===== config.mk =====
export PLATFORM = sky130hd
export DESIGN_NAME = dsrg_front
export DESIGN_NICKNAME = d
export VERILOG_FILES = /design/src/hdl/dsrg_pkg.sv /design/src/hdl/dsrg_front.sv
export SDC_FILE = /design/constraint.sdc
export NUM_CORES = 1
export LEC_CHECK = 0
export BUFFER_PORTS_ARGS = -buffer_cell sky130_fd_sc_hd__clkbuf_2
export CAP_MARGIN = 20
export CORE_MARGIN = 10
export CORE_UTILIZATION = 46
export DETAILED_ROUTE_END_ITERATION = 8
export PLACE_DENSITY = 0.7
export SLEW_MARGIN = 10
export SYNTH_ARGS = -nofsm -noshare
export SYNTH_HDL_FRONTEND = slang
export SYNTH_SLANG_ARGS = --single-unit

===== constraint.sdc =====
create_clock -name clock -period 3.87 [get_ports clock]
set_input_delay 0.1935 -clock clock [delete_from_list [all_inputs] [get_ports clock]]
set_output_delay 0.1935 -clock clock [all_outputs]
set_load 0.01 [all_outputs]

===== src/hdl/dsrg_pkg.sv =====
// ----------------------------------------------------------------------------
// dsrg_pkg
// Shared types, register indexes and the sine/cosine table builder for the
// delayed sine reference generator.
// ----------------------------------------------------------------------------
package dsrg_pkg;

   localparam int CSR_INDEX_BITS = 3;
   localparam int CSR_DATA_BITS  = 32;
   localparam int QUEUE_DEPTH    = 4;
   localparam int CORDIC_STEPS   = 30;
   localparam longint CORDIC_GAIN_Q30 = 64'sd652032874;

   // arctangent of 2^-i as a fraction of a turn, 2^32 per turn
   localparam longint ATAN_TURNS [CORDIC_STEPS] = '{
      64'sd536870912, 64'sd316933406, 64'sd167458907, 64'sd85004756,
      64'sd42667331, 64'sd21354465, 64'sd10679838, 64'sd5340245,
      64'sd2670163, 64'sd1335087, 64'sd667544, 64'sd333772, 64'sd166886,
      64'sd83443, 64'sd41722, 64'sd20861, 64'sd10430, 64'sd5215, 64'sd2608,
      64'sd1304, 64'sd652, 64'sd326, 64'sd163, 64'sd81, 64'sd41, 64'sd20,
      64'sd10, 64'sd5, 64'sd3, 64'sd1
   };

   typedef enum logic [CSR_INDEX_BITS-1:0] {
      CSR_PHASE_STEP        = 3'd0,
      CSR_START_TICK        = 3'd1,
      CSR_AMPLITUDE         = 3'd2,
      CSR_VELOCITY_GAIN     = 3'd3,
      CSR_ACCELERATION_GAIN = 3'd4
   } csr_index_type;

   typedef struct packed {
      logic [31:0] phase_step;
      logic [31:0] start_tick;
   } front_cfg_type;

   typedef struct packed {
      logic [31:0] amplitude;
      logic [31:0] velocity_gain;
      logic [31:0] acceleration_gain;
   } gain_type;

   // cos (upper half) and sin (lower half) in Q2.30 of the first-quadrant
   // angle k / 2^table_bits of a turn, evaluated at elaboration only
   function automatic logic [63:0] cordic_entry(input int unsigned k,
                                                input int unsigned table_bits);
      longint x;
      longint y;
      longint z;
      longint dx;
      longint dy;
      x = CORDIC_GAIN_Q30;
      y = 0;
      z = longint'(k) << (32 - table_bits);
      for (int i = 0; i < CORDIC_STEPS; i++) begin
         dx = y >>> i;
         dy = x >>> i;
         if (z >= 0) begin
            x = x - dx;
            y = y + dy;
            z = z - ATAN_TURNS[i];
         end else begin
            x = x + dx;
            y = y - dy;
            z = z + ATAN_TURNS[i];
         end
      end
      return {x[31:0], y[31:0]};
   endfunction

endpackage


===== src/hdl/dsrg_front.sv =====
// ----------------------------------------------------------------------------
// dsrg_front
// Accepts tick transactions, tests the start condition, advances the tick
// counter and phase accumulator, and queues the table index for the back end.
// ----------------------------------------------------------------------------
module dsrg_front
   import dsrg_pkg::*;
#(
   parameter int TABLE_BITS = 10,
   parameter int PHASE_BITS = 32
) (
   input  logic                  clock,
   input  logic                  reset,
   input  logic                  req_valid,
   output logic                  req_stall,
   input  logic                  req_tick,
   input  front_cfg_type         cfg,
   input  logic                  queue_full,
   output logic                  push,
   output logic [TABLE_BITS:0]   push_data
);

   logic [31:0]           tick_count_ff;
   logic [31:0]           tick_count_in;
   logic [PHASE_BITS-1:0] phase_ff;
   logic [PHASE_BITS-1:0] phase_in;
   logic [PHASE_BITS-1:0] step;
   logic                  running;

   generate
      if (PHASE_BITS > 32) begin : g_step_wide
         assign step = {cfg.phase_step, (PHASE_BITS-32)'(0)};
      end else if (PHASE_BITS == 32) begin : g_step_same
         assign step = cfg.phase_step;
      end else begin : g_step_narrow
         assign step = cfg.phase_step[31 -: PHASE_BITS];
      end
   endgenerate

   assign req_stall = queue_full;
   assign push      = req_valid && !queue_full;
   assign running   = tick_count_ff >= cfg.start_tick;
   assign push_data = {running, phase_ff[PHASE_BITS-1 -: TABLE_BITS]};

   always_comb begin
      tick_count_in = tick_count_ff;
      phase_in      = phase_ff;
      if (push) begin
         if (running) begin
            if (req_tick) begin
               phase_in = phase_ff + step;
            end
         end else begin
            // phase restarts from zero at the start tick
            phase_in = '0;
            if (req_tick) begin
               tick_count_in = tick_count_ff + 32'd1;
            end
         end
      end
   end

   always_ff @(posedge clock) begin
      if (reset) begin
         tick_count_ff <= '0;
         phase_ff      <= '0;
      end else begin
         tick_count_ff <= tick_count_in;
         phase_ff      <= phase_in;
      end
   end

endmodule


* Word level (Yosys, flattened, before mapping)
Cells that the tools add are included.
Storage, ports and cells: register bits after elaboration 64, input port bits 69, word-level logic and storage cells 13
Operators by class: add/subtract/negate cells 2, magnitude comparators 1, eq/ne operators 1, mux-type cells 2, bitwise gates (word level) 1, reduce and logical (&&, ||, !) cells 4
Operators by type and width (count):
- $mux 32 | 2
- $add 32x1->32 const B | 1
- $add 32x32->32 | 1
- $ge 32x32->1 | 1
- $reduce_and 3->1 | 1
- $ne 2x2->1 const B | 1
- $reduce_and 2->1 | 1
- $logic_and 1x1->1 | 1
- $logic_not 1->1 | 1
- $not 1->1 | 1

* Longest topological paths before layout
word-level depth 3, gate-level depth with buffers 13, depth with buffers taken out 12

* Least setup slack after synthesis
No wires, ideal clock.
kind flip-flop to flip-flop, from register phase_ff[14], to register phase_ff[31], setup time 120 ps, arrival time 2734 ps, required time 3750 ps, slack 1017 ps, stages on the path, launching flop included 12, path buffers 1, clock period less this slack 2853 ps, cell sequence dfxtp_1 > ha_1 > clkbuf_1 > a21oi_1 > o21ai_1 > a2111oi_1 > a2bb2oi_1 > a31oi_1 > mux2i_1 > a2111oi_1 > nor4_1 > o31a_1
Between the ends: word-level cells in the longest chain between the ends 3
RTL lines:
- start, declared | RTL line dsrg_front.sv:25 | logic [PHASE_BITS-1:0] phase_ff;
- start signal, assigned | RTL line dsrg_front.sv:69 | phase_ff <= phase_in;
- $add 32x32->32 | RTL line dsrg_front.sv:51 | phase_in = phase_ff + step;
- $mux 32 | RTL line dsrg_front.sv:50 | if (req_tick) begin
- $mux 32 | RTL line dsrg_front.sv:49 | if (running) begin
Every way passes these cells. The select of a mux whose other input is x is not followed. A chain may end at the register's enable or synchronous reset.

* Worst setup path after layout
from register tick_count_ff[0], to register phase_ff[14]
Between the ends: word-level cells in the longest chain between the ends 3
RTL lines:
- start, declared | RTL line dsrg_front.sv:23 | logic [31:0] tick_count_ff;
- start signal, assigned | RTL line dsrg_front.sv:68 | tick_count_ff <= tick_count_in;
- $ge 32x32->1 * | RTL line dsrg_front.sv:42 | assign running = tick_count_ff >= cfg.start_tick;
- $ne 2x2->1 (no source line)
- $reduce_and 2->1 (no source line)
Mark *: on every way between the ends. The rest lies on a longest branch, timed or not.

==> impl_metrics.yaml <==
run_status:
  status: "finished clean"
power_and_ir_drop:
  vdd_drop_max_uv: 132
  p_per_area_nw_per_um2: 240
  leakage_uw: 0.00275
timing:
  setup_viol: 0
  finalSetupTns_ns: 0
  min_period_over_period_pct: 84.2
  fin_skew_ns: 0.0128
  worstMarginPinSlew_ns: 0.863
  timing.final.ws_setup_ns: 0.611
  fmax_mhz: 307
  slew_headroom_pct: 42.5
  timing.final.hold_violations: 0
  final_max_slew_viol_count: 0
  whs_ns: 0.229
  rsz0062_at_grt: "no"
  final.min_clock_period_ns: 3.26
clock_tree:
  cts_setup_buffers: 0
  cts_tree: "done"
  cts_resized: 0
  cts.clk_slew.worst_paths_ns: 0.08
  clock-sinks: 64
  cts_buffers: 9
  hold_buffers: 0
  cts_max_path_buffers: 2
  h-tree-depth: 3
  clock_latency_ns: 0.36
  clockRootBuffer: "clkbuf_8"
synth:
  synth_cells: 619
  ys_warn_count: 0
  synthFlopType: "dfxtp_1"
  seq_area_frac_synth_pct: 25.7
  synth_edf_count: 0
  synthDistinctLibCells: 59
  syn_avg_cell_area_um2: 8.05
  async_flop_share_pct: 0
  ys_ff_latch: 64
  synth_area_um2: 4990
  synth_fp_nets: 753
grt:
  grt_pass1_vias: 4503
  antenna_found_initial: 0
  grt_max_degree: 30
  grt_pass1_wl_mm: 20.3
  grt-ovfl-total: 0
  grt_usage_pct: 15.9
layout:
  fin_nets: 814
  area_growth_syn_to_layout_pct: 12.4
  final_common_cell: "clkbuf_2"
  register_area_um2: 1280
  final_cell_mix: "clkbuf_2 (81), nor2_1 (67), ha_1 (64), dfxtp_1 (64), inv_1 (52)"
  final_cells: 821
  diodes: 0
  drive_gt1_share_pct: 15.6
  nFillCells: 1020
  multiInputGateArea_um2: 3330
  fin_util_pct: 53.6
floorplan:
  core-area_um2: 10500
  io_pins: 82
  die_w_um: 124
  dieArea_um2: 15400
  rows: 37
  initial_utilization_pct: 47.7
  die_h_um: 124
min_path:
  min_path_type: "in2reg"
detailed_routing:
  routed_via_density: 5.60
  drc_errors: 0
  dr.pass1.iters: 4
  antenna_left: 0
  drt-total-wl_mm: 12.1
  routedWlPerCell_um: 14.7
  vias: 4597
  drt_iter0_drc: 294
critical_path:
  arrival_ns: 3.51
  path_common_cell: "o21ai_1"
  ff2ff_setup_slack_ns: 0.61
  end_kind: "flip-flop"
  critical_path_required_ns: 4.12
  max_stage_delay_ns: 0.44
  path_cells: "inv_1 > ha_1 > nand2b_1 > a21o_1 > a211oi_2 > o21ai_1 > a2111o_1 > a31oi_1 > o21ai_1 > buf_4 > and2_1 > a22o_1"
  path_class: "reg2reg"
  slowest_stage: "a2111o_1"
  worstSetupStartpointType: "flip-flop"
  cp_max_fo: 23
job:
  drv_cap: 0
placement:
  hpwl_mm: 9.42
  placed_cells: 805
  place.gp.congestion: 0.877
  pre_cts_ws_ns: 0.598
  io_buffer_count: 81
## worst paths after layout
check                                         to  depth (start not counted)                            from
setup / recovery       phase_ff[14]$_SDFFE_PP0P_                         12   tick_count_ff[0]$_SDFFE_PP0P_
hold reg to reg   tick_count_ff[31]$_SDFFE_PP0P_                          2  tick_count_ff[31]$_SDFFE_PP0P_
setup reg to reg       phase_ff[14]$_SDFFE_PP0P_                         12   tick_count_ff[0]$_SDFFE_PP0P_
hold / removal          phase_ff[0]$_SDFFE_PP0P_                          4                         cfg[32]
## area by class of cell
type	count	area share, %
Tap cell	136	3.04
Timing Repair Buffer	86	8.12
Clock buffer	11	2.52
Multi-Input combinational cell	467	59.4
Sequential cell	64	22.9
Clock inverter	5	0.580
Inverter	52	3.48
## metrics by stage
| stage | area, um^2 | total power, uW |
|---|---|---|
| 2_1_floorplan | 4990 | 773 |
| 3_3_place_gp | 5430 | 830 |
| 3_5_place_dp | 5430 | 835 |
| 4_1_cts | 5610 | 1360 |
| 5_1_grt | 5610 | 1400 |
| 6_report | 5610 | 1350 |
## worst max-delay path, delay by kind of cell, from the launching register on
family	cells	cell delay (ns)
DFF	1	0.39
buffers and inverters	2	0.30
and+or+nand+nor	2	0.47
adders and majority gates	1	0.26
AOI/OAI and AO/OA	7	1.73
## cell families (layout without fill, tap and decap cells)
kind of cell / after synthesis / count (layout) / synth area share, %
compound gates: 146 / 146 / 20.6
xor+xnor: 49 / 49 / 8.61
fa+ha+maj: 65 / 65 / 16.5
buf+inv: 88 / 154 / 7.73
flops: 64 / 64 / 25.7
mux: 2 / 2 / 0.402
simple gates: 205 / 205 / 20.6
## synthesized netlist by cell type (15+ instances only)
cell type	number	area [um^2]
a22oi_1	18	135
a21oi_1	32	160
nor2_1	67	251
dfxtp_1	64	1280
ha_1	64	801
inv_1	52	195
o21ai_0	18	90.1
nand3_1	26	130
clkbuf_1	17	63.8
a21o_1	20	150
xnor2_1	15	131
xor2_1	34	298
nand2_1	30	113
nand4_1	27	169
## power breakdown
part / internal (uW) / switching (uW)
registers: 659 / 0.913
logic: 70.1 / 90.2
clock network: 247 / 278
total: 976 / 369
## flip-flops by register name, summed over array words and instances (netlist names)
register	flops
phase_ff	32
tick_count_ff	32
## metal layers
metal  track usage, %  routed length, um
met5                0                  0
met4             5.76                187
met3             3.80                844
met2             25.8               5430
met1             20.2               5640
No activity file was read; power rests on OpenSTA's default activity.
