File: config.mk
export PLATFORM = sky130hd
export DESIGN_NAME = dsrg_queue
export DESIGN_NICKNAME = d
export VERILOG_FILES = /design/src/hdl/dsrg_pkg.sv /design/src/hdl/dsrg_queue.sv
export SDC_FILE = /design/constraint.sdc
export NUM_CORES = 1
export LEC_CHECK = 0
export BUFFER_PORTS_ARGS = -buffer_cell sky130_fd_sc_hd__buf_2
export CORE_MARGIN = 5
export CORE_UTILIZATION = 50
export CTS_BUF_LIST = sky130_fd_sc_hd__clkbuf_8 sky130_fd_sc_hd__clkbuf_16
export DETAILED_ROUTE_END_ITERATION = 10
export GPL_TIMING_DRIVEN = 0
export PLACE_DENSITY = 0.72
export SETUP_SLACK_MARGIN = 0.05
export SLEW_MARGIN = 20
export SYNTH_ARGS = -nofsm -noshare
export SYNTH_HDL_FRONTEND = slang
export SYNTH_SLANG_ARGS = --single-unit
File: constraint.sdc
create_clock -name clock -period 1.48 [get_ports clock]
set_input_delay 0.074 -clock clock [delete_from_list [all_inputs] [get_ports clock]]
set_output_delay 0.074 -clock clock [all_outputs]
set_load 0.005 [all_outputs]
File: src/hdl/dsrg_pkg.sv
// ----------------------------------------------------------------------------
// dsrg_pkg
// Shared types, register indexes and the sine/cosine table builder for the
// delayed sine reference generator.
// ----------------------------------------------------------------------------
package dsrg_pkg;

   localparam int CSR_INDEX_BITS = 3;
   localparam int CSR_DATA_BITS  = 32;
   localparam int QUEUE_DEPTH    = 4;
   localparam int CORDIC_STEPS   = 30;
   localparam longint CORDIC_GAIN_Q30 = 64'sd652032874;

   // arctangent of 2^-i as a fraction of a turn, 2^32 per turn
   localparam longint ATAN_TURNS [CORDIC_STEPS] = '{
      64'sd536870912, 64'sd316933406, 64'sd167458907, 64'sd85004756,
      64'sd42667331, 64'sd21354465, 64'sd10679838, 64'sd5340245,
      64'sd2670163, 64'sd1335087, 64'sd667544, 64'sd333772, 64'sd166886,
      64'sd83443, 64'sd41722, 64'sd20861, 64'sd10430, 64'sd5215, 64'sd2608,
      64'sd1304, 64'sd652, 64'sd326, 64'sd163, 64'sd81, 64'sd41, 64'sd20,
      64'sd10, 64'sd5, 64'sd3, 64'sd1
   };

   typedef enum logic [CSR_INDEX_BITS-1:0] {
      CSR_PHASE_STEP        = 3'd0,
      CSR_START_TICK        = 3'd1,
      CSR_AMPLITUDE         = 3'd2,
      CSR_VELOCITY_GAIN     = 3'd3,
      CSR_ACCELERATION_GAIN = 3'd4
   } csr_index_type;

   typedef struct packed {
      logic [31:0] phase_step;
      logic [31:0] start_tick;
   } front_cfg_type;

   typedef struct packed {
      logic [31:0] amplitude;
      logic [31:0] velocity_gain;
      logic [31:0] acceleration_gain;
   } gain_type;

   // cos (upper half) and sin (lower half) in Q2.30 of the first-quadrant
   // angle k / 2^table_bits of a turn, evaluated at elaboration only
   function automatic logic [63:0] cordic_entry(input int unsigned k,
                                                input int unsigned table_bits);
      longint x;
      longint y;
      longint z;
      longint dx;
      longint dy;
      x = CORDIC_GAIN_Q30;
      y = 0;
      z = longint'(k) << (32 - table_bits);
      for (int i = 0; i < CORDIC_STEPS; i++) begin
         dx = y >>> i;
         dy = x >>> i;
         if (z >= 0) begin
            x = x - dx;
            y = y + dy;
            z = z - ATAN_TURNS[i];
         end else begin
            x = x + dx;
            y = y - dy;
            z = z + ATAN_TURNS[i];
         end
      end
      return {x[31:0], y[31:0]};
   endfunction

endpackage

File: src/hdl/dsrg_queue.sv
// ----------------------------------------------------------------------------
// dsrg_queue
// Small first-in first-out queue that decouples the front end from the
// arithmetic back end.
// ----------------------------------------------------------------------------
module dsrg_queue
   import dsrg_pkg::*;
#(
   parameter int WIDTH = 11
) (
   input  logic             clock,
   input  logic             reset,
   input  logic             push,
   input  logic [WIDTH-1:0] push_data,
   input  logic             pop,
   output logic [WIDTH-1:0] pop_data,
   output logic             empty,
   output logic             full
);

   localparam int PTR_BITS   = $clog2(QUEUE_DEPTH);
   localparam int COUNT_BITS = $clog2(QUEUE_DEPTH + 1);

   logic [WIDTH-1:0]      entry_ff [QUEUE_DEPTH];
   logic [PTR_BITS-1:0]   wr_ptr_ff;
   logic [PTR_BITS-1:0]   wr_ptr_in;
   logic [PTR_BITS-1:0]   rd_ptr_ff;
   logic [PTR_BITS-1:0]   rd_ptr_in;
   logic [COUNT_BITS-1:0] count_ff;
   logic [COUNT_BITS-1:0] count_in;

   assign empty    = count_ff == '0;
   assign full     = count_ff == COUNT_BITS'(QUEUE_DEPTH);
   assign pop_data = entry_ff[rd_ptr_ff];

   always_comb begin
      wr_ptr_in = wr_ptr_ff;
      rd_ptr_in = rd_ptr_ff;
      count_in  = count_ff;
      if (push) begin
         wr_ptr_in = wr_ptr_ff + PTR_BITS'(1);
      end
      if (pop) begin
         rd_ptr_in = rd_ptr_ff + PTR_BITS'(1);
      end
      if (push && !pop) begin
         count_in = count_ff + COUNT_BITS'(1);
      end else if (pop && !push) begin
         count_in = count_ff - COUNT_BITS'(1);
      end
   end

   always_ff @(posedge clock) begin
      if (push) begin
         entry_ff[wr_ptr_ff] <= push_data;
      end
   end

   always_ff @(posedge clock) begin
      if (reset) begin
         wr_ptr_ff <= '0;
         rd_ptr_ff <= '0;
         count_ff  <= '0;
      end else begin
         wr_ptr_ff <= wr_ptr_in;
         rd_ptr_ff <= rd_ptr_in;
         count_ff  <= count_in;
      end
   end

endmodule

After elaboration in Yosys (flattened, before gate mapping)
Memories as Yosys holds them, arrays and structs flattened. A register that Yosys moved wholly into a read port is not among the register bits.
Index checks and enable logic that the tools add are counted.
Cells by class
  muxes and demuxes: 6
  add/sub/neg operators: 4
  equal/unequal tests: 1
  reduce and logical (&&, ||, !) cells: 6
Operators with widths (count)
  2-to-1 mux 3 bit: 2
  adder 2 x 1 -> 2 bit, second input constant: 2
  2-to-1 mux 2 bit: 2
  adder 3 x 1 -> 3 bit, second input constant: 1
  equality test 3 bit, second input constant: 1
  zero test 3 bit: 1
  subtractor 3 x 1 -> 3 bit, second input constant: 1
  logical AND 1 bit: 2
  zero test 1 bit: 2
  2-to-1 mux 1 bit: 2
  nonzero test 2 bit: 1
Word-level totals
  memories kept: 1
  register bits: 7
  word-level logic and storage cells: 21
  input port bits: 15
  memory bits (writable): 44
  output and inout bits: 13
Memory list
  entry_ff: depth 4, width 11, read ports 1, clocked after memory_dff 1, write ports 1, line dsrg_queue.sv:24  | logic [WIDTH-1:0] entry_ff [QUEUE_DEPTH];

Depth between registers and ports, before layout
  depth after elaboration: 4
  depth in mapped cells: 7
  depth with buffers taken out: 7

Worst setup path before layout
No wires, ideal clock.
  path type: flip-flop to flip-flop
  from: reg count_ff[0]
  to: reg count_ff[2]
  stages on the path, launching flop included: 5
  required time: 1.410 ns
  buffers on the path: 0
  period minus slack after synthesis: 1.411 ns
  setup time: 0.070 ns
  arrival: 1.341 ns
  setup slack: 0.069 ns
  cell sequence: dfxtp_1 > fa_1 > xor2_1 > or3_1 > a21oi_1
Between the ends
  word-level cells in the longest chain between the ends: 3
  elaborated cells between the ends (all ways): 4
  those cells by class: 2 x add/sub; 2 x mux
Ends and longest elaborated chain
  start, declared: line dsrg_queue.sv:29  | logic [COUNT_BITS-1:0] count_ff;
  start signal, assigned: line dsrg_queue.sv:67  | count_ff <= count_in;
  subtractor 3 x 1 -> 3 bit: line dsrg_queue.sv:49  | count_in = count_ff - COUNT_BITS'(1);
  2-to-1 mux 3 bit: line dsrg_queue.sv:48  | end else if (pop && !push) begin
  2-to-1 mux 3 bit *: line dsrg_queue.sv:46  | if (push && !pop) begin
Every way passes the cells marked *; elsewhere a longest branch is shown, timed or not. The select of a mux whose other input is x is not followed.
A chain may end at the register's enable or synchronous reset.

==> flow_metrics.env <==
export IMPL_n_fill_cell=273
export IMPL_die_area_sq_mm=0.00541
export IMPL_critical_path_depth=3
export IMPL_final_util_pct=63.4
export IMPL_numCtsBuffers=5
export IMPL_synth_seq_cells=53
export IMPL_port_buffers=26
export IMPL_r2r_start="count_ff[1]$_SDFFE_PP0P_"
export IMPL_finalSetupViolations=11
export IMPL_finalWorstSetupSlack_ps=-71.1
export IMPL_r2r_end="count_ff[2]$_SDFFE_PP0P_"
export IMPL_synth_edf_count=44
export IMPL_drt_total_wl_mm=3.30
export IMPL_cts_tree="yes"
export IMPL_drt_first_iter_violations=45
export IMPL_cts_max_path_buffers=2
export IMPL_yosysMostFrequentCell="edfxtp_1"
export IMPL_r2r_setup_slack_ps=40
export IMPL_outcome="finished with violations"
export IMPL_crit_type="register to output port"
export IMPL_final_period_utilization_pct=105
export IMPL_clkLatencyLatePin_ps=300
export IMPL_grt_pass1_vias=1136
export IMPL_drv_slew=0
export IMPL_io_pins=28
export IMPL_nets=170
export IMPL_gp_congestion=0.696
export IMPL_clock_sinks=53
export IMPL_placed_cell_area_sq_mm=0.00221
export IMPL_hold_path_startpoint="pop"
export IMPL_pre_cts_ws_ps=-97.3
export IMPL_hold_depth=3
export IMPL_area_growth_pct=23.9
export IMPL_crit_slowest_cell="mux4_2"
export IMPL_path_clk_slew_ps=90
export IMPL_ys_seq_area_share_pct=74.4
export IMPL_yosys_top_cells_area="edfxtp_1 (65%), mux4_2 (11%), dfxtp_1 (8.9%)"
export IMPL_cpLargestDelayFamily="multiplexers"
export IMPL_cp_end_kind="output port"
export IMPL_syn_cell_area_sq_mm=0.00202
export IMPL_hold_path_class="input port to register"
export IMPL_start_util_pct=51.2
export IMPL_core_area_sq_mm=0.00394
export IMPL_path_buf_inv=2
export IMPL_grt_max_degree=16
export IMPL_htreeDepth=2
export IMPL_cts_root_buf="clkbuf_8"
export IMPL_synth_common_cells="edfxtp_1 (44), mux4_2 (10), dfxtp_1 (9), nor2_1 (7), ha_1 (5)"
export IMPL_reg2reg_depth=4
export IMPL_first_pass_iters=4
export IMPL_syn_area_per_cell_sq_um=20.0
export IMPL_path_max_fanout=5
export IMPL_die_x_um=73.5
export IMPL_ys_types=21
export IMPL_finalPower_uw=3010
export IMPL_die_y_um=73.5
export IMPL_final_cells=200
export IMPL_antenna_left=0
export IMPL_num_antenna_cells=0
export IMPL_syn_nets=122
export IMPL_synth_top_cell_area_share_pct=65.5
export IMPL_critical_path_startpoint_type="register"
export IMPL_holdPathEnd="rd_ptr_ff[0]$_SDFFE_PP0P_"
export IMPL_leakagePower_uw=0.000911
export IMPL_grt_overflow_total=0
export IMPL_dr_total_vias=1021
export IMPL_period_minus_slack_ps=1550
export IMPL_fmax_ghz=0.645
export IMPL_relSlewSlack_pct=73.8
export IMPL_antenna_found_initial=0
export IMPL_rsz0062_at_grt="yes"
export IMPL_async_flop_share_pct=0
export IMPL_critPathRequiredTime_ps=1410
export IMPL_drive_gt1_share_pct=40.7
export IMPL_maxCapViolations=0
export IMPL_synth_area_leader_cell="edfxtp_1"
export IMPL_crit_arrival_ps=1480
export IMPL_powerDensity_mw_per_mm2=1200
export IMPL_synth_flop_cell="edfxtp_1"
export IMPL_violations="negative setup slack"
export IMPL_num_rows=23
export IMPL_postSynthCellCount=101
export IMPL_hold_viol_final=0
export IMPL_grt_pass1_wl_mm=5.35
export IMPL_fin_area_sq_mm=0.00250
export IMPL_dpl_cell_count=177
export IMPL_post_drt_wl_per_cell_um=16.5
export IMPL_dp_hpwl_mm=2.23
export IMPL_max_stage_delay_ps=500
export IMPL_irDropWorstVdd_uv=713
export IMPL_via_per_inst=5.11
export IMPL_yosys_warnings=0
export IMPL_grt_usage_pct=13.7
export IMPL_clock_skew_ps=2.76
export IMPL_drcViolationCount=0
export IMPL_path_cells="buf_8, mux4_2, buf_2"
export IMPL_worst_pin_slew_ps=394
==> cells by family after synthesis <==
group	after synthesis	share of synthesized area, %
buf+inv	7	1.74
simple gates	15	3.66
xor+xnor	5	2.17
compound gates	2	0.495
mux	13	13.5
flops	53	74.4
fa+ha+maj	6	4.09
==> worst max-delay path by stage <==
stage	from	endpoint	slack [ps]
global route	register	pop_data[4]	-130
global placement	pop	count_ff[2]$_SDFFE_PP0P_	-30
finish	register	pop_data[7]	-70
detailed placement	push	count_ff[2]$_SDFFE_PP0P_	-100
CTS	register	pop_data[7]	-100
floorplan	count_ff[0]$_SDFFE_PP0P_	count_ff[2]$_SDFFE_PP0P_	70
==> metal layers <==
layer | up-vias | track usage [%] | share of wire [%]
met1 | 521 | 14.8 | 39
li1 | 479 | - | -
met5 | - | 0 | 0
met3 | 5 | 3.42 | 4.0
met2 | 16 | 24.5 | 55
met4 | 0 | 7.24 | 1.9
==> worst register-to-register path, delay by kind of cell (launching register included) <==
kind | cells | cell delay (ps)
AOI/OAI and AO/OA | 1 | 120
xor gates and xnor gates | 1 | 180
adders and majority gates | 1 | 350
and+or+nand+nor | 1 | 370
DFF | 1 | 350
==> repair_timing <==
item / in CTS / in global routing
setup endpoints to repair: 56 / 12
endpoints found under the hold margin: 44 / 0
hold buffers: 11 / 0
gates resized for setup: 12 / 4
gates cloned: 1 / 0
buffers inserted: 2 / 1
pin swaps: 1 / 2
==> layout make-up <==
| class | count | area (sq um) | share of cell area [%] |
|---|---|---|---|
| buffer | 3 | 23.8 | 0.951 |
| clock buffer | 7 | 96.3 | 3.85 |
| clock inverter | 1 | 5.00 | 0.200 |
| timing repair buffer | 41 | 290 | 11.6 |
| tap | 50 | 62.6 | 2.50 |
| sequential | 53 | 1510 | 60.5 |
| inverter | 4 | 15.0 | 0.601 |
| multi-input combinational | 41 | 494 | 19.8 |
==> flip-flops by register name (all words and copies together), names as in the netlist, named ones only <==
| register | flops |
|---|---|
| entry_ff | 44 |
| count_ff | 3 |
| rd_ptr_ff | 2 |
| wr_ptr_ff | 2 |
==> cells in the final DEF (no fill, tap or decap), types with 2 or more instances in the layout <==
master         count
dlygate4sd3_1     11
dfxtp_4            3
and2_2             4
nor2_1             7
clkbuf_8           7
xor2_1             3
dfxtp_1            6
mux2i_1            2
mux4_2            11
buf_4              3
buf_2             27
xnor2_1            2
edfxtp_1          44
ha_1               5
inv_1              4
==> per-stage QoR <==
stage	setup TNS (ps)	hold slack [ps]
after floorplan	0	173
after global placement	-25.5	284
after detailed placement	-235	293
after CTS	-774	79.6
after global routing	-1160	136
final	-472	95.8
==> where the power goes <==
part | internal [uW] | switching [uW] | leakage, uW | total, uW
Combinational | 234 | 184 | 0.000376 | 418
Clock | 423 | 420 | 0.0000542 | 843
Sequential | 1710 | 40.2 | 0.000480 | 1750
Total | 2360 | 644 | 0.000911 | 3010
Power figures use the tool's default switching activity.
